## config.mk

```make
export PLATFORM = sky130hd
export DESIGN_NAME = swrms_queue
export DESIGN_NICKNAME = d
export VERILOG_FILES = /design/src/design/swrms_pkg.sv /design/src/design/swrms_queue.sv
export SDC_FILE = /design/constraint.sdc
export NUM_CORES = 1
export LEC_CHECK = 0
export BUFFER_PORTS_ARGS = -buffer_cell sky130_fd_sc_hd__buf_4
export CAP_MARGIN = 10
export CELL_PAD_IN_SITES_DETAIL_PLACEMENT = 0
export CELL_PAD_IN_SITES_GLOBAL_PLACEMENT = 2
export CORE_MARGIN = 1
export CORE_UTILIZATION = 37
export DETAILED_ROUTE_END_ITERATION = 6
export GPL_TIMING_DRIVEN = 0
export PLACE_DENSITY_LB_ADDON = 0.05
export SLEW_MARGIN = 20
export SYNTH_ARGS = -nofsm -noshare
export SYNTH_HDL_FRONTEND = slang
export SYNTH_SLANG_ARGS = --single-unit
```

## constraint.sdc

```tcl
create_clock -name clk -period 3.58 [get_ports clk]
set_input_delay 0.179 -clock clk [delete_from_list [all_inputs] [get_ports clk]]
set_output_delay 0.179 -clock clk [all_outputs]
set_load 0.03 [all_outputs]
```

## src/design/swrms_pkg.sv

```systemverilog
// Shared constants, transaction types and state encodings of the sliding-window RMS detector.
package swrms_pkg;

  // Ring capacity and sample width.
  localparam int CAPACITY    = 1024;
  localparam int SAMPLE_BITS = 16;

  // Fixed field widths.
  localparam int WIN_W      = 11;
  localparam int RMS_W      = 16;
  localparam int WIN_RESET  = 256;

  // Derived widths.
  localparam int ADDR_W  = $clog2(CAPACITY);
  localparam int WEFF_W  = $clog2(CAPACITY + 1);
  localparam int CMP_W   = (WIN_W > WEFF_W) ? WIN_W : WEFF_W;
  localparam int SQ_W    = 2 * SAMPLE_BITS - 1;
  localparam int SUM_W   = SQ_W + ADDR_W;
  localparam int ROOT_W  = SAMPLE_BITS;
  localparam int RAD_W   = 2 * ROOT_W;
  localparam int CNT_W   = $clog2(SUM_W);

  // Queue between front and back.
  localparam int QDEPTH  = 2;
  localparam int QPTR_W  = $clog2(QDEPTH);
  localparam int QCNT_W  = $clog2(QDEPTH + 1);

  // One job for the back end: the updated window sum and the window length.
  typedef struct packed {
    logic [SUM_W-1:0]  sum;
    logic [WEFF_W-1:0] win;
    logic              last;
  } job_t;

  typedef struct packed {
    logic empty;
    logic full;
  } q_stat_t;

  typedef enum logic [2:0] {
    F_IDLE = 3'b001,
    F_RD   = 3'b010,
    F_PUSH = 3'b100
  } front_state_t;

  typedef enum logic [3:0] {
    B_IDLE = 4'b0001,
    B_DIV  = 4'b0010,
    B_SQRT = 4'b0100,
    B_OUT  = 4'b1000
  } back_state_t;

endpackage

```

## src/design/swrms_queue.sv

```systemverilog
// Short job queue between the front end and the divide and square-root back end.
module swrms_queue (
  input  logic               clk,
  input  logic               rst_n,
  input  logic               push,
  input  swrms_pkg::job_t    push_job,
  input  logic               pop,
  output swrms_pkg::job_t    pop_job,
  output swrms_pkg::q_stat_t q_stat
);

  swrms_pkg::job_t              slot_r [swrms_pkg::QDEPTH];
  logic [swrms_pkg::QPTR_W-1:0] wptr_r;
  logic [swrms_pkg::QPTR_W-1:0] rptr_r;
  logic [swrms_pkg::QCNT_W-1:0] count_r;

  function automatic logic [swrms_pkg::QPTR_W-1:0] ptr_inc(
    input logic [swrms_pkg::QPTR_W-1:0] p
  );
    if (p == swrms_pkg::QPTR_W'(swrms_pkg::QDEPTH - 1)) begin
      return '0;
    end
    return p + swrms_pkg::QPTR_W'(1);
  endfunction

  assign q_stat.empty = (count_r == '0);
  assign q_stat.full  = (count_r == swrms_pkg::QCNT_W'(swrms_pkg::QDEPTH));
  assign pop_job      = slot_r[rptr_r];

  always_ff @(posedge clk) begin
    if (!rst_n) begin
      wptr_r  <= '0;
      rptr_r  <= '0;
      count_r <= '0;
    end else begin
      if (push) begin
        wptr_r <= ptr_inc(wptr_r);
      end
      if (pop) begin
        rptr_r <= ptr_inc(rptr_r);
      end
      if (push && !pop) begin
        count_r <= count_r + swrms_pkg::QCNT_W'(1);
      end else if (pop && !push) begin
        count_r <= count_r - swrms_pkg::QCNT_W'(1);
      end
    end
  end

  always_ff @(posedge clk) begin
    if (push) begin
      slot_r[wptr_r] <= push_job;
    end
  end

endmodule

```

======== Yosys cells after proc, flatten, opt, wreduce, memory -nomap -nowiden ========
Memories as Yosys holds them, arrays and structs flattened. A register that Yosys moved wholly into a read port is not among the register bits.
Cells that the tools add are included.
word-level totals
  bits in registers ....................... 4
  RAM bits ................................ 106
  output and inout bits ................... 55
  logic and storage cells ................. 31
  memories kept ........................... 1
cells by class
  $add $sub $neg .......................... 4
  eq/ne operators ......................... 1
  mux-type cells .......................... 16
  reductions and logical operators ........ 6
memories
  name    words  width  read ports  clocked after Yosys merged registers in  write ports  RTL line           RTL
  slot_r  2      53     1           1                                        1            swrms_queue.sv:12  swrms_pkg::job_t slot_r [swrms_pkg::QDEPTH];
operators with widths
  operator                                                             count
  1-bit 2-to-1 mux                                                     14
  2-bit 2-to-1 mux                                                     2
  1-bit adder (second input constant)                                  2
  2-bit by 1-bit adder with 2-bit output (second input constant)       1
  2-bit equality test (second input constant)                          1
  1-bit logical AND                                                    2
  1-bit zero test                                                      2
  2-bit zero test                                                      1
  2-bit nonzero test                                                   1
  2-bit by 1-bit subtractor with 2-bit output (second input constant)  1

======== Depth between registers and ports, before layout ========
  depth after elaboration ................. 6
  depth in mapped cells ................... 5

======== Worst setup path before layout ========
No wires, ideal clock.
  path kind ............................... register -> register
  start ................................... register wptr_r
  end ..................................... memory slot_r[0][0] (netlist bit), enable pin
  library setup time ...................... 471 ps
  arrival time ............................ 2693 ps
  slack ................................... 416 ps
  stages on the path, launching flop included .. 2
  path buffers ............................ 0
  period minus slack after synthesis ...... 3164 ps
  cell sequence ........................... dfxtp_1 > nor2b_1
RTL lines
  what                      RTL line           RTL
  start: declaration        swrms_queue.sv:13  logic [swrms_pkg::QPTR_W-1:0] wptr_r;
  start signal: assignment  swrms_queue.sv:37  wptr_r <= ptr_inc(wptr_r);
  end: declaration          swrms_queue.sv:12
Straight into the memory's write port.

==> results.cfg <==
[outcome]
status = finished clean

[logic_synthesis]
synthArstFlopShare_pct = 0
synth_seq_cells = 111
dominantRegCellSynth = edfxtp_1
synth_cell_type_count = 17
synthTopCellsByCount = edfxtp_1, mux2_2, buf_6, dfxtp_1, and2_1
avgSynthCellArea_um2 = 21.71
yosysMostFrequentCell = edfxtp_1
synth_top_area_cell = edfxtp_1
seq_area_frac_synth_pct = 80.86
synth.area.top_cells = edfxtp_1, mux2_2, dfxtp_1
yosys.area.top_type_share_pct = 78.40
ys_warn_count = 0
syn_inst = 187
synth_edf_count = 106
synth_nets = 245
synth_area_um2 = 4060

[critical_path]
crit_path_end_kind = output pin
worstSetupPathType = reg -> out
critical_path_arrival_ns = 1.62
slowest_delay_ns = 0.35
crit_fanout = 10
start_kind = flop
path_buf_inv = 3
critPathTopFamily = buffers and inverters
critPathSlowestCell = mux2_2
required_ns = 3.40
cp_cell_sequence = buf_2, buf_6, mux2_2, buf_4

[layout]
multi_input_area_um2 = 721.9
regArea_um2 = 3283
fill_cells = 859
num-nets-final = 423
final_cells = 506
n_antenna_cell = 0
area_growth_pct = 44.10
drive_above_1_share_pct = 51.35

[grt]
use_met1_pct = 15.50
grt_use_met3_pct = 2.492
first_global_vias = 2309
grt-busiest-layer = met2
antenna_found_initial = 0
grt_pass1_wl_um = 11170
grt_max_degree = 28
overflow = 0
met2_usage_pct = 23.36
track_usage_pct = 13.10

[sta]
clock.fmax_mhz = 554.6
tns_ns = 0
clock_skew_ns = 0.009488
whs_ns = 0.07347
setup_viol = 0
rsz0062_at_grt = false
setup_slack_ns = 1.777
finalCritPeriodShare_pct = 50.37
worstMarginPinSlew_ns = 0.5804
relSlewSlack_pct = 61.23
finalCriticalPeriod_ns = 1.803
slew_viol_final = 0
hold_violations = 0

[floorplan]
die_area_um2 = 11400
fp.dieW_um = 106.8
die_h_um = 106.8
start_util_pct = 38.81
design.core.area_um2 = 10460
ios = 112
placementRows = 37

[power_and_ir_drop]
ir_worst_vdd_mv = 0.2172
internal-power_uw = 2005
leakagePower_uw = 0.002210
power_uw = 2688
power_frac_clock_pct = 24.5
p_sw_share_pct = 25.42
seqPwrFrac_pct = 56.3
combPwrFrac_pct = 19.3
switchingPower_uw = 683.3
power_density_nw_per_um2 = 459.5

[placed_design]
hpwlAfterDp_um = 4564
place_congestion = 0.6554
place_ws_ns = 2.128
dp.cells = 437
port_buffers = 111

[cts]
clock_sinks = 111
post_cts_buffers = 0
hold_buffers = 53
clock_latency_ns = 0.35
cts_root_buf = clkbuf_8
cts_tree = done
path_clk_slew_ns = 0.09
numCtsBuffers = 9
cts_resized = 0
max-clock-path-buffers = 2
h-tree-depth = 3

[detailed_routing]
drtIter0Drc = 29
via_per_inst = 4.470
firstDrtPassIters = 4
wl_um = 7226
antenna_left = 0
vias = 2262
drcViolationCount = 0
wire_per_inst_um = 14.28

[min_path]
min_path_type = in -> reg

[job]
maxCapViolCount = 0
[final cells by class]
class | count | area share, %
Sequential cell | 111 | 56.12
Inverter | 1 | 0.06416
Buffer | 6 | 1.048
Clock inverter | 6 | 0.7485
Tap cell | 136 | 2.908
Timing Repair Buffer | 167 | 24.59
Clock buffer | 10 | 2.181
Multi-Input combinational cell | 69 | 12.34
[metal layers]
layer  vias up  routed length [um]
met5         -                   0
met2        62                3770
met4         0                  62
met3         8                 334
met1      1109                3058
li1       1083                   -
[registers in the layout, summed over array words and instances (netlist names), named ones only]
signal and flops:
slot_r 106, rptr_r 1, count_r 2, wptr_r 1
[placed cells by master (no fill, tap or decap), types with 2 or more instances in the layout]
master,instances
mux2_2,53
buf_4,111
and2_1,3
dlygate4sd3_1,53
clkbuf_8,9
buf_16,2
buf_6,5
xor2_1,2
edfxtp_1,106
dfxtp_1,5
inv_6,2
clkinv_4,2
[power by group through the flow]
stage	combinational (uW)	clock [uW]	sequential (uW)
6_report	518	658	1510
5_1_grt	551	728	1520
4_1_cts	527	686	1510
3_5_place_dp	477	0	1540
3_3_place_gp	461	0	1550
2_1_floorplan	281	0	1540
[logic make-up after synthesis]
logic type | after synthesis | synth area share, %
DFF | 111 | 80.86
xor gates and xnor gates | 3 | 0.6473
buffers and inverters | 7 | 1.602
adders and majority gates | 1 | 0.3081
muxes | 53 | 14.70
AOI/OAI and AO/OA | 3 | 0.4931
and+or+nand+nor | 9 | 1.387
[worst paths after layout]
path,from,depth (start not counted),slack (ns),endpoint
max,flop,4,1.78,pop_job[49]
max reg2reg,wptr_r,2,2.18,slot_r[1][11]
min,rst_n,2,0.07,wptr_r
min reg2reg,count_r[1],2,0.52,count_r[1]
[metrics by stage]
stage / instance area [um^2] / utilization [%]
3_3_place_gp: 5064 / 48.40
6_report: 5851 / 55.92
2_1_floorplan: 4060 / -
3_5_place_dp: 5149 / 49.21
4_1_cts: 5851 / 55.92
5_1_grt: 5851 / 55.92
Note: power is estimated with default switching activity, not from simulation.
