<file path="src/design/swrms_pkg.sv">
// Shared constants, transaction types and state encodings of the sliding-window RMS detector.
package swrms_pkg;

  // Ring capacity and sample width.
  localparam int CAPACITY    = 1024;
  localparam int SAMPLE_BITS = 16;

  // Fixed field widths.
  localparam int WIN_W      = 11;
  localparam int RMS_W      = 16;
  localparam int WIN_RESET  = 256;

  // Derived widths.
  localparam int ADDR_W  = $clog2(CAPACITY);
  localparam int WEFF_W  = $clog2(CAPACITY + 1);
  localparam int CMP_W   = (WIN_W > WEFF_W) ? WIN_W : WEFF_W;
  localparam int SQ_W    = 2 * SAMPLE_BITS - 1;
  localparam int SUM_W   = SQ_W + ADDR_W;
  localparam int ROOT_W  = SAMPLE_BITS;
  localparam int RAD_W   = 2 * ROOT_W;
  localparam int CNT_W   = $clog2(SUM_W);

  // Queue between front and back.
  localparam int QDEPTH  = 2;
  localparam int QPTR_W  = $clog2(QDEPTH);
  localparam int QCNT_W  = $clog2(QDEPTH + 1);

  // One job for the back end: the updated window sum and the window length.
  typedef struct packed {
    logic [SUM_W-1:0]  sum;
    logic [WEFF_W-1:0] win;
    logic              last;
  } job_t;

  typedef struct packed {
    logic empty;
    logic full;
  } q_stat_t;

  typedef enum logic [2:0] {
    F_IDLE = 3'b001,
    F_RD   = 3'b010,
    F_PUSH = 3'b100
  } front_state_t;

  typedef enum logic [3:0] {
    B_IDLE = 4'b0001,
    B_DIV  = 4'b0010,
    B_SQRT = 4'b0100,
    B_OUT  = 4'b1000
  } back_state_t;

endpackage

</file>
<file path="src/design/swrms_out_if.sv">
// Result channel: one RMS level and its block-end flag per transaction.
interface swrms_out_if;
  logic                           valid;
  logic                           ready;
  logic [swrms_pkg::RMS_W-1:0]    rms_level;
  logic                           block_done;

  modport source (output valid, output rms_level, output block_done, input ready);
  modport sink   (input valid, input rms_level, input block_done, output ready);
endinterface

</file>
<file path="src/design/swrms_back.sv">
// Back end: bit-serial divide of the window sum, digit-serial square root, result register.
module swrms_back (
  input  logic               clk,
  input  logic               rst_n,
  input  swrms_pkg::q_stat_t q_stat,
  input  swrms_pkg::job_t    pop_job,
  output logic               pop,
  swrms_out_if.source        out_ch
);

  swrms_pkg::back_state_t state_r, state_nxt;

  logic [swrms_pkg::CNT_W-1:0]  cnt_r;
  logic [swrms_pkg::WEFF_W-1:0] d_r;
  logic [swrms_pkg::WEFF_W-1:0] rem_r;
  logic [swrms_pkg::SUM_W-1:0]  dq_r;
  logic [swrms_pkg::RAD_W-1:0]  rad_r;
  logic [swrms_pkg::ROOT_W-1:0] srem_r;
  logic [swrms_pkg::ROOT_W-1:0] root_r;
  logic [swrms_pkg::RMS_W-1:0]  rms_r;
  logic                         last_r;
  logic                         done_r;

  logic [swrms_pkg::WEFF_W:0]   trial;
  logic [swrms_pkg::WEFF_W:0]   trial_sub;
  logic                         q_bit;
  logic [swrms_pkg::WEFF_W-1:0] rem_nxt;
  logic [swrms_pkg::SUM_W-1:0]  dq_nxt;
  logic [swrms_pkg::ROOT_W+1:0] s_cur;
  logic [swrms_pkg::ROOT_W+1:0] s_trial;
  logic [swrms_pkg::ROOT_W+1:0] s_sub;
  logic                         r_bit;
  logic [swrms_pkg::ROOT_W-1:0] srem_nxt;
  logic [swrms_pkg::ROOT_W-1:0] root_nxt;

  assign pop = (state_r == swrms_pkg::B_IDLE) && !q_stat.empty;

  // Restoring division, one quotient bit per cycle, MSB first.
  assign trial     = {rem_r, dq_r[swrms_pkg::SUM_W-1]};
  assign trial_sub = trial - {1'b0, d_r};
  assign q_bit     = (trial >= {1'b0, d_r});
  assign rem_nxt   = q_bit ? trial_sub[swrms_pkg::WEFF_W-1:0] : trial[swrms_pkg::WEFF_W-1:0];
  assign dq_nxt    = {dq_r[swrms_pkg::SUM_W-2:0], q_bit};

  // Square root, one root bit per cycle from the top pair of radicand bits.
  assign s_cur    = {srem_r, rad_r[swrms_pkg::RAD_W-1 -: 2]};
  assign s_trial  = {root_r, 2'b01};
  assign s_sub    = s_cur - s_trial;
  assign r_bit    = (s_cur >= s_trial);
  assign srem_nxt = r_bit ? s_sub[swrms_pkg::ROOT_W-1:0] : s_cur[swrms_pkg::ROOT_W-1:0];
  assign root_nxt = {root_r[swrms_pkg::ROOT_W-2:0], r_bit};

  assign out_ch.valid      = (state_r == swrms_pkg::B_OUT);
  assign out_ch.rms_level  = rms_r;
  assign out_ch.block_done = done_r;

  always_comb begin
    state_nxt = state_r;
    unique case (state_r)
      swrms_pkg::B_IDLE: begin
        if (pop) begin
          state_nxt = swrms_pkg::B_DIV;
        end
      end
      swrms_pkg::B_DIV: begin
        if (cnt_r == '0) begin
          state_nxt = swrms_pkg::B_SQRT;
        end
      end
      swrms_pkg::B_SQRT: begin
        if (cnt_r == '0) begin
          state_nxt = swrms_pkg::B_OUT;
        end
      end
      swrms_pkg::B_OUT: begin
        if (out_ch.ready) begin
          state_nxt = swrms_pkg::B_IDLE;
        end
      end
      default: begin
        state_nxt = swrms_pkg::B_IDLE;
      end
    endcase
  end

  always_ff @(posedge clk) begin
    if (!rst_n) begin
      state_r <= swrms_pkg::B_IDLE;
    end else begin
      state_r <= state_nxt;
    end
  end

  always_ff @(posedge clk) begin
    case (state_r)
      swrms_pkg::B_IDLE: begin
        if (pop) begin
          rem_r  <= '0;
          dq_r   <= pop_job.sum;
          d_r    <= pop_job.win;
          last_r <= pop_job.last;
          cnt_r  <= swrms_pkg::CNT_W'(swrms_pkg::SUM_W - 1);
        end
      end
      swrms_pkg::B_DIV: begin
        rem_r <= rem_nxt;
        dq_r  <= dq_nxt;
        if (cnt_r == '0) begin
          rad_r  <= swrms_pkg::RAD_W'(dq_nxt[swrms_pkg::SQ_W-1:0]);
          srem_r <= '0;
          root_r <= '0;
          cnt_r  <= swrms_pkg::CNT_W'(swrms_pkg::ROOT_W - 1);
        end else begin
          cnt_r <= cnt_r - swrms_pkg::CNT_W'(1);
        end
      end
      swrms_pkg::B_SQRT: begin
        rad_r  <= {rad_r[swrms_pkg::RAD_W-3:0], 2'b00};
        srem_r <= srem_nxt;
        root_r <= root_nxt;
        cnt_r  <= cnt_r - swrms_pkg::CNT_W'(1);
        if (cnt_r == '0) begin
          rms_r  <= swrms_pkg::RMS_W'(root_nxt);
          done_r <= last_r;
        end
      end
      default: begin
      end
    endcase
  end

endmodule
</file>
<file path="src/flat_wrapper.sv">
// flat-port wrapper written by rule: the top's interface ports become plain ports
module swrms_back_flat 
  (clk, rst_n, q_stat, pop_job, pop, out_ch_valid, out_ch_rms_level, out_ch_block_done, out_ch_ready);
  swrms_out_if out_ch_i ();
  input  logic clk;
  input  logic rst_n;
  input  swrms_pkg::q_stat_t q_stat;
  input  swrms_pkg::job_t pop_job;
  output logic pop;
  output wire logic [$bits(out_ch_i.valid)-1:0] out_ch_valid;
  output wire logic [$bits(out_ch_i.rms_level)-1:0] out_ch_rms_level;
  output wire logic [$bits(out_ch_i.block_done)-1:0] out_ch_block_done;
  input wire logic [$bits(out_ch_i.ready)-1:0] out_ch_ready;
  assign out_ch_valid = out_ch_i.valid;
  assign out_ch_rms_level = out_ch_i.rms_level;
  assign out_ch_block_done = out_ch_i.block_done;
  assign out_ch_i.ready = out_ch_ready;
  swrms_back u_core (.clk(clk), .rst_n(rst_n), .q_stat(q_stat), .pop_job(pop_job), .pop(pop), .out_ch(out_ch_i));
endmodule
</file>
<file path="config.mk">
export PLATFORM = sky130hd
export DESIGN_NAME = swrms_back_flat
export DESIGN_NICKNAME = d
export VERILOG_FILES = /design/src/design/swrms_pkg.sv /design/src/design/swrms_out_if.sv /design/src/design/swrms_back.sv /design/src/flat_wrapper.sv
export SDC_FILE = /design/constraint.sdc
export NUM_CORES = 1
export LEC_CHECK = 0
export BUFFER_PORTS_ARGS = -buffer_cell sky130_fd_sc_hd__buf_2
export CAP_MARGIN = 20
export CORE_MARGIN = 10
export CORE_UTILIZATION = 50
export DETAILED_ROUTE_END_ITERATION = 7
export GPL_ROUTABILITY_DRIVEN = 0
export GPL_TIMING_DRIVEN = 0
export PLACE_DENSITY = 0.74
export RECOVER_POWER = 25
export SYNTH_ARGS = -nofsm -noshare
export SYNTH_HDL_FRONTEND = slang
export SYNTH_SLANG_ARGS = --single-unit
</file>
<file path="constraint.sdc">
create_clock -name clk -period 3.53 [get_ports clk]
set_input_delay 0.706 -clock clk [delete_from_list [all_inputs] [get_ports clk]]
set_output_delay 0.706 -clock clk [all_outputs]
set_load 0.01 [all_outputs]
</file>
Word level (Yosys, flattened, before mapping)
Index checks and enable logic that the tools add are counted.
{"block": "word_totals", "register_bits": 155, "latch_bits": 0, "ram_bits": 0, "mem_bits_ro": 0, "wordCells": 55, "memories": 0}
{"block": "classes", "add_sub_neg": 3, "multipliers": 0, "div": 0, "magnitude_cmp": 2, "n_eq_ne": 8, "shifts": 0, "mux": 19, "n_bitwise": 0, "reduce_logical": 12}
{"operator": "one-hot mux 41 bit (2 select lines)", "count": 1}
{"operator": "one-hot mux 16 bit (2 select lines)", "count": 2}
{"operator": "one-hot mux 32 bit (2 select lines)", "count": 1}
{"operator": "2-to-1 mux 41 bit", "count": 1}
{"operator": "2-to-1 mux 16 bit", "count": 2}
{"operator": "2-to-1 mux 32 bit", "count": 1}
{"operator": "2-to-1 mux 11 bit", "count": 2}
{"operator": "one-hot mux 11 bit (2 select lines)", "count": 1}
{"operator": "greater-or-equal comparator 18 bit", "count": 1}
{"operator": "one-hot mux 6 bit (3 select lines)", "count": 1}
{"operator": "2-to-1 mux 4 bit", "count": 4}
{"operator": "one-hot mux 4 bit (4 select lines)", "count": 1}
{"operator": "subtractor 16 bit", "count": 1}
{"operator": "greater-or-equal comparator 12 x 11 -> 1 bit", "count": 1}
{"operator": "2-to-1 mux 6 bit", "count": 2}
{"operator": "subtractor 11 bit", "count": 1}
{"operator": "AND reduction 2 bit", "count": 5}
{"operator": "zero test 6 bit", "count": 1}
{"operator": "!= test 2 x 1 -> 1 bit, second input constant", "count": 3}
{"operator": "subtractor 6 x 1 -> 6 bit, second input constant", "count": 1}
{"operator": "equality test 4 x 1 -> 1 bit, second input constant", "count": 1}
{"operator": "equality test 4 x 2 -> 1 bit, second input constant", "count": 1}
{"operator": "equality test 4 x 3 -> 1 bit, second input constant", "count": 1}
{"operator": "equality test 4 bit, second input constant", "count": 1}
{"operator": "other kinds (6)", "count": 7}

Depth between registers and ports, before layout
Gate-level depths: netlist of run 1.
{"block": "depth", "word_depth": 4, "mapped_depth": 11, "depth_no_buf": 10}

Worst setup path before layout of run 1
No wires, ideal clock.
{"block": "synth_timing", "path_kind": "reg2reg", "start": "register u_core.state_r[0]", "end": "register u_core.rad_r[0] (netlist name), enable pin", "setup_ns": 0.693, "arrival_ns": 2.221, "setup_slack_ns": 0.616, "stages_incl_launch_ff": 6, "cell_sequence": "dfxtp_1 nor2_1 nand3b_1 clkbuf_1 clkbuf_1 nand2_1"}
{"block": "synth_via", "elab_chain_len": 3}
{"item": "start, declared", "line": "swrms_back.sv:11", "rtl": "swrms_pkg::back_state_t state_r, state_nxt;"}
{"item": "start signal, assigned", "line": "swrms_back.sv:88", "rtl": "state_r <= swrms_pkg::B_IDLE;"}
{"item": "start signal, assigned", "line": "swrms_back.sv:90", "rtl": "state_r <= state_nxt;"}
{"item": "equality test 4 x 2 -> 1 bit / equality test 4 x 3 -> 1 bit (equally long branches)", "line": "swrms_back.sv:95", "rtl": "case (state_r)"}
{"item": "!= test 2 x 1 -> 1 bit (no line) / nonzero test 2 bit (equally long branches)"}
{"item": "AND reduction 2 bit (no line) *"}
{"item": "end signal, assigned", "line": "swrms_back.sv:109", "rtl": "rad_r <= swrms_pkg::RAD_W'(dq_nxt[swrms_pkg::SQ_W-1:0]);"}
{"item": "end signal, assigned", "line": "swrms_back.sv:118", "rtl": "rad_r <= {rad_r[swrms_pkg::RAD_W-3:0], 2'b00};"}
{"item": "end, declared", "line": "swrms_back.sv:17", "rtl": "logic [swrms_pkg::RAD_W-1:0] rad_r;"}
Every way passes the cells marked *; elsewhere a longest branch is shown, timed or not.
A chain may end at the register's enable or synchronous reset.

Worst setup path in the final report of run 1
{"block": "layout_timing", "start": "register u_core.state_r[2]", "end": "register u_core.cnt_r[5] (netlist name), enable pin"}
{"block": "layout_via", "elab_chain_len": 4}
{"item": "equality test 4 x 1 -> 1 bit", "line": "swrms_back.sv:36, swrms_back.sv:95"}
{"item": "logical AND 1 bit", "line": "swrms_back.sv:36", "rtl": "assign pop = (state_r == swrms_pkg::B_IDLE) && !q_stat.empty;"}
{"item": "!= test 2 bit (no line)"}
{"item": "AND reduction 2 bit (no line) *"}
{"item": "end signal, assigned", "line": "swrms_back.sv:102", "rtl": "cnt_r <= swrms_pkg::CNT_W'(swrms_pkg::SUM_W - 1);"}
{"item": "end signal, assigned", "line": "swrms_back.sv:112", "rtl": "cnt_r <= swrms_pkg::CNT_W'(swrms_pkg::ROOT_W - 1);"}
{"item": "end signal, assigned", "line": "swrms_back.sv:114", "rtl": "cnt_r <= cnt_r - swrms_pkg::CNT_W'(1);"}
{"item": "end, declared", "line": "swrms_back.sv:13", "rtl": "logic [swrms_pkg::CNT_W-1:0] cnt_r;"}
Marks and branches as above.

==> results of run 1 <==
sequential cells by signal, indices dropped and copies added (netlist names):
register	flops
u_core.root_r	16
u_core.cnt_r	6
u_core.last_r	1
u_core.state_r	4
u_core.d_r	11
u_core.out_ch.block_done	1
u_core.srem_r	16
u_core.out_ch.rms_level	16
u_core.dq_r	41
u_core.rad_r	32
u_core.rem_r	11
final timing paths:
check,end
worst max-delay path,u_core.cnt_r[5]
worst min-delay path,u_core.out_ch.block_done
worst max register to register,u_core.cnt_r[5]
worst min register to register,u_core.out_ch.block_done
area by class of cell:
| class | instances | area share, % |
|---|---|---|
| clock inverters | 12 | 1.71 |
| plain buffers | 23 | 1.10 |
| inverters | 36 | 1.55 |
| well taps | 184 | 2.64 |
| flip-flops and latches | 155 | 52.9 |
| repair buffers | 77 | 4.33 |
| multi-input cells | 488 | 30.8 |
| clock buffers | 19 | 4.96 |
per-layer routing:
| layer | up-vias | part of all wire [%] | track usage (%) |
|---|---|---|---|
| met5 | - | 0 | 0 |
| met4 | 0 | 1.5 | 5.81 |
| met3 | 20 | 5.7 | 4.44 |
| met2 | 120 | 49 | 25.1 |
| met1 | 2466 | 44 | 18.4 |
| li1 | 2605 | - | - |
where the power goes:
part / switching [uW] / leakage [uW] / internal [uW]
Clock: 705 / 0.000277 / 1100
Combinational: 171 / 0.00200 / 117
Sequential: 32.3 / 0.00141 / 2100
synth_stat cells, drive strengths merged, types with 4 or more instances:
| library cell | n | share of area [%] |
|---|---|---|
| nor2 | 50 | 2.5 |
| clkbuf | 20 | 1.0 |
| a31oi | 4 | 0.42 |
| a21oi | 35 | 2.4 |
| inv | 36 | 1.8 |
| nand2 | 245 | 12 |
| ha | 31 | 5.2 |
| dfxtp | 4 | 1.1 |
| o21a | 7 | 0.70 |
| nor2b | 5 | 0.42 |
| xor2 | 7 | 0.81 |
| mux2i | 11 | 1.5 |
| nand3 | 4 | 0.27 |
| nor3 | 7 | 0.47 |
| a21o | 6 | 0.60 |
| xnor2 | 17 | 2.0 |
| o21ai | 13 | 1.0 |
| edfxtp | 151 | 60 |
| a211oi | 4 | 0.40 |
worst register-to-register path, delay by kind of cell, from the launching register on:
family,cells,cell delay (ns)
AND/OR/NAND/NOR,3,2.24
flip-flops,1,0.41
kinds of logic (layout without fill, tap and decap cells):
group	Yosys count	in the layout	synth area share, %
adders and majority gates	32	32	5.42
and+or+nand+nor	333	333	18.2
buffers and inverters	59	167	3.08
AOI/OAI and AO/OA	88	88	7.73
xor gates and xnor gates	24	24	2.79
DFF	155	155	61.3
muxes	11	11	1.46
stage by stage:
step | total power [uW] | TNS (ns) | utilization [%]
2_1_floorplan | 2360 | 0 | -
3_5_place_dp | 2450 | 0 | 55.9
6_report | 4220 | 0 | 59.5
5_1_grt | 4390 | 0 | 59.5
3_3_place_gp | 2440 | -27.64 | 55.5
4_1_cts | 4250 | 0 | 59.8
cell usage in the layout (no fill, tap or decap), drive strengths merged, types with 13 or more instances in the layout:
| master | instances |
|---|---|
| ha | 31 |
| buf | 62 |
| xnor2 | 17 |
| nor2 | 50 |
| nand2 | 245 |
| a21oi | 35 |
| inv | 37 |
| o21ai | 13 |
| edfxtp | 151 |
| clkbuf | 57 |
==> out/results.txt, run 1 <==
outcome: finished, violations left
failing checks: capacitance limit, slew limit
Fmax: 0.336 GHz
post-cts resize count: 0
Final Cell Area: 0.00872 sq mm
clk_skew: 0.0119 ns
routed wire length per instance: 15.0 um
synthesized area per cell: 10.7 sq um
Final Cycle Share: 84.2%
worst hold path stage count: 0
crit-path cells: nor4b_1 > nor2_1 > nand2_1
n_diodes: 0
DR DRC count: 0
Hold Path Class: reg2reg
global-route wire length before repair: 24,900 um
Setup crit start: u_core.state_r[2]
htree depth: 4
cell family with most CP delay: simple AND/OR/NAND/NOR gates
Initial Util: 51.4%
clk buf depth: 2
Post-Layout Cell Count: 994
vias in the first global route: 5,379
Detail Placement HPWL: 10,700 um
crit path launch type: register
share of layout cells above drive strength 1: 12.2%
core outline area: 0.0146 sq mm
Slew HR: -35.8%
post-synth cell types: 54
clk slew on worst S/H paths: 0.06 ns
pre-CTS WS: 0.743 ns
CP Max Fanout: 10
number of synthesized flops with an enable pin: 151
Die Height: 143 um
critical path class: reg2reg
setup slack, reg-to-reg: 0.56 ns
post-route minimum period: 2.97 ns
post-synthesis sequential area ratio: 61.3%
root buffer cell: clkbuf_16
P&R area growth vs syn: 15.9%
Bufs and invs on worst path: 0
ys flop type: edfxtp_1
First-pass DRT Iterations: 4
flops & latches, synth: 155
Clock Sinks: 155
die width: 143 um
CTS Hold Bufs: 0
Multi-input gate area: 0.00268 sq mm
RSZ-0062 raised after global routing: no
FILL cells: 1,241
Yosys Warn Count: 0
die area: 0.0204 sq mm
initial antenna violation count: 0
nets@finish: 888
cell count along the critical path: 3
slowest stage cell, crit path: nor4b_1
final-report max-slew violation count: 11
Max IR drop VDD: 0.000336 V
hold_sp: u_core.last_r
routed vias/inst: 5.24
Largest stage delay, worst path: 1.59 ns
Pleak: 0.00368 uW
Post-Route WL: 14,900 um
post-CTS setup buffer count: 0
CP endpoint kind: register
FFs w/ async S/R, synth: 0%
hold_ws: 0.419 ns
1st-iter DRT viols: 319
largest net degree at the start of global routing: 65
gr ovfl total: 0
syn_nets: 792
number of I/O port buffers: 75
DP Area: 0.00818 sq mm
Pwr Density: 484 mW/mm^2
total CTS buffers: 17
via count: 5,211
CTS tree: built
r2r startpoint: u_core.state_r[2]
GRT Util Overall: 15.2%
Worst Path Required: 3.63 ns
Seq. cell area: 0.00461 sq mm
Mapped Area: 0.00753 sq mm
Max Cap Violations: 1
Final Setup Violations: 0
post-route ant nets: 0
worst skew pair latency: 0.43 ns
Post-Syn Instances: 702
final hold vios: 0
data arrival time of the critical path: 3.08 ns
Worst Tran Pin Value: 2.01 ns
Ports: 77
Placed Cells: 963
worst setup margin: 0.556 ns
Site Rows: 44
worst r2r path cells: 3
(Power assumes the default switching activity.)
==> run 2: changes to the inputs <==
==> constraint.sdc (replaced) <==
create_clock -name clk -period 2.9 [get_ports clk]
set_input_delay 0.58 -clock clk [delete_from_list [all_inputs] [get_ports clk]]
set_output_delay 0.58 -clock clk [all_outputs]
set_load 0.01 [all_outputs]
==> run 2 against run 1 <==
The run now ends clean; sequential share of layout area fell by 0.41 points; global-route usage is 0.29 points higher; register-to-register slack lost 0.35 ns; utilization up 0.46 points; clock skew shrank 0.0037 ns; worst hold slack worse by 0.093 ns; final area up 0.77%; critical path depth up 8; clock-buffer cell count is 1 higher; die area unchanged.
==> out/results.txt, run 2 (synthesis results as in run 1) <==
outcome: completed
crit-path cells: inv_1 > ha_1 > fa_1 > nand2b_1 > a21oi_4 > o211ai_1 > a31oi_1 > or3_1 > buf_2 > nand3_1 > a21oi_1
CP Max Fanout: 10 (unchanged)
Post-Route WL: 15,100 um (+1.1%)
Worst Path Required: 3.16 ns (-0.47 ns)
Worst Tran Pin Value: 1.08 ns (-0.925 ns)
global-route wire length before repair: 25,500 um (+2.2%)
First-pass DRT Iterations: 5 (+1)
core outline area: 0.0146 sq mm (unchanged)
vias in the first global route: 5,336 (-0.80%)
initial antenna violation count: 0 (unchanged)
fin util: 60.0% (+0.46 points)
Site Rows: 44 (unchanged)
Clock Sinks: 155 (unchanged)
Die Height: 143 um (unchanged)
die width: 143 um (unchanged)
nets@finish: 892 (+0.45%)
RSZ-0062 raised after global routing: no
largest register by flop count: u_core.dq_r
clk buf depth: 2 (unchanged)
root buffer cell: clkbuf_16
DR DRC count: 0 (unchanged)
Fmax: 0.371 GHz (+10%)
Max IR drop VDD: 0.000511 V (+52%)
Detail Placement HPWL: 10,700 um (+0.26%)
commonest non-fill, non-tap cells in the layout: 243 x nand2_1, 151 x edfxtp_1, 60 x buf_2
Largest stage delay, worst path: 0.39 ns (-1.20 ns)
slowest stage cell, crit path: fa_1
n_diodes: 0 (unchanged)
crit path launch type: register
clk_skew: 0.00812 ns (-0.00374 ns)
final-report max-slew violation count: 0 (-11)
hold_ws: 0.326 ns (-0.0927 ns)
Final Setup Violations: 0 (unchanged)
Fin Setup TNS: 0 ns (unchanged)
die area: 0.0204 sq mm (unchanged)
Initial Util: 51.4% (unchanged)
number of I/O port buffers: 75 (unchanged)
1st-iter DRT viols: 348 (+9.1%)
P&R area growth vs syn: 16.8%
via count: 5,255 (+0.84%)
routed wire length per instance: 15.1 um (+0.60%)
total CTS buffers: 17 (unchanged)
htree depth: 4 (unchanged)
Pwr Density: 587 mW/mm^2 (+21%)
worst skew pair latency: 0.43 ns (about the same)
clk slew on worst S/H paths: 0.06 ns (about the same)
Final Cycle Share: 92.8% (+8.6 points)
CTS tree: built
biggest regs: u_core.dq_r: 41 flops, u_core.rad_r: 32 flops
Ports: 77 (unchanged)
Slew HR: 27.6% (+63 points)
CTS Hold Bufs: 0 (unchanged)
max reg flops: 41 (unchanged)
CP endpoint kind: register
post-route minimum period: 2.69 ns (-0.282 ns)
commonest non-fill, non-tap cell in the layout: nand2_1
GRT Util Overall: 15.5% (+0.29 points)
data arrival time of the critical path: 2.95 ns (-0.13 ns)
Pleak: 0.00370 uW (+0.61%)
post-route ant nets: 0 (unchanged)
Hold Path Class: in2reg
critical path class: reg2reg
final hold vios: 0 (unchanged)
gr ovfl total: 0 (unchanged)
share of layout cells above drive strength 1: 13.0% (+0.78 points)
Max Cap Violations: 0 (-1)
routed vias/inst: 5.26 (+0.34%)
largest net degree at the start of global routing: 44 (-32%)
==> run 2: area by class of cell <==
type	count	area, sq um
clock inverter	12	148
tap	184	230
inverter	36	135
multi-input combinational	488	2710
clock buffer	20	437
buffer	23	97.6
timing repair buffer	81	420
sequential	155	4610
fill	1188	5860
==> run 2: worst paths after layout <==
kind	start	endpoint	slack, ns	cells after the start
worst max-delay path	u_core.dq_r[40]	u_core.rem_r[2]	0.21	11
worst max register to register	u_core.dq_r[40]	u_core.rem_r[2]	0.21	11
worst min register to register	u_core.last_r	u_core.out_ch.block_done	0.43	0
worst min-delay path	pop_job[6]	u_core.d_r[5]	0.33	1
==> run 2: worst max-delay path: cells and delay by family (launching register included) <==
kind,cells,cell delay [ns]
simple gates,3,0.53
compound gates,4,0.74
flops,1,0.35
buf+inv,2,0.30
fa+ha+maj,2,0.61
==> run 2: per-stage QoR <==
stage / area, sq um / setup slack (ns) / std cells / total power (uW)
after floorplan: 7530 / 0.389 / 702 / 2870
after global placement: 8130 / -0.537 / 961 / 2960
after detailed placement: 8190 / 0.111 / 964 / 2980
after CTS: 8780 / 0.0563 / 996 / 5180
after global routing: 8790 / 0.0380 / 999 / 5340
final: 8790 / 0.208 / 999 / 5160
==> run 2: what timing repair did <==
action                                  CTS  global route
endpoints found under the setup margin    0            64
resized for setup                         0             5
buffers inserted                          0             3
==> run 2: power by group <==
group	switching [uW]	total (uW)	internal, uW	leakage (uW)
logic	212	357	145	0.00202
registers	39.4	2590	2550	0.00141
clock network	864	2210	1350	0.000274
==> run 2: layer usage <==
layer / vias up / GRT usage (%) / wire length, um
li1: 2624 / - / -
met1: 2448 / 19.0 / 6660
met2: 159 / 25.4 / 7180
met3: 24 / 4.64 / 954
met4: 0 / 5.65 / 260
met5: - / 0 / 0
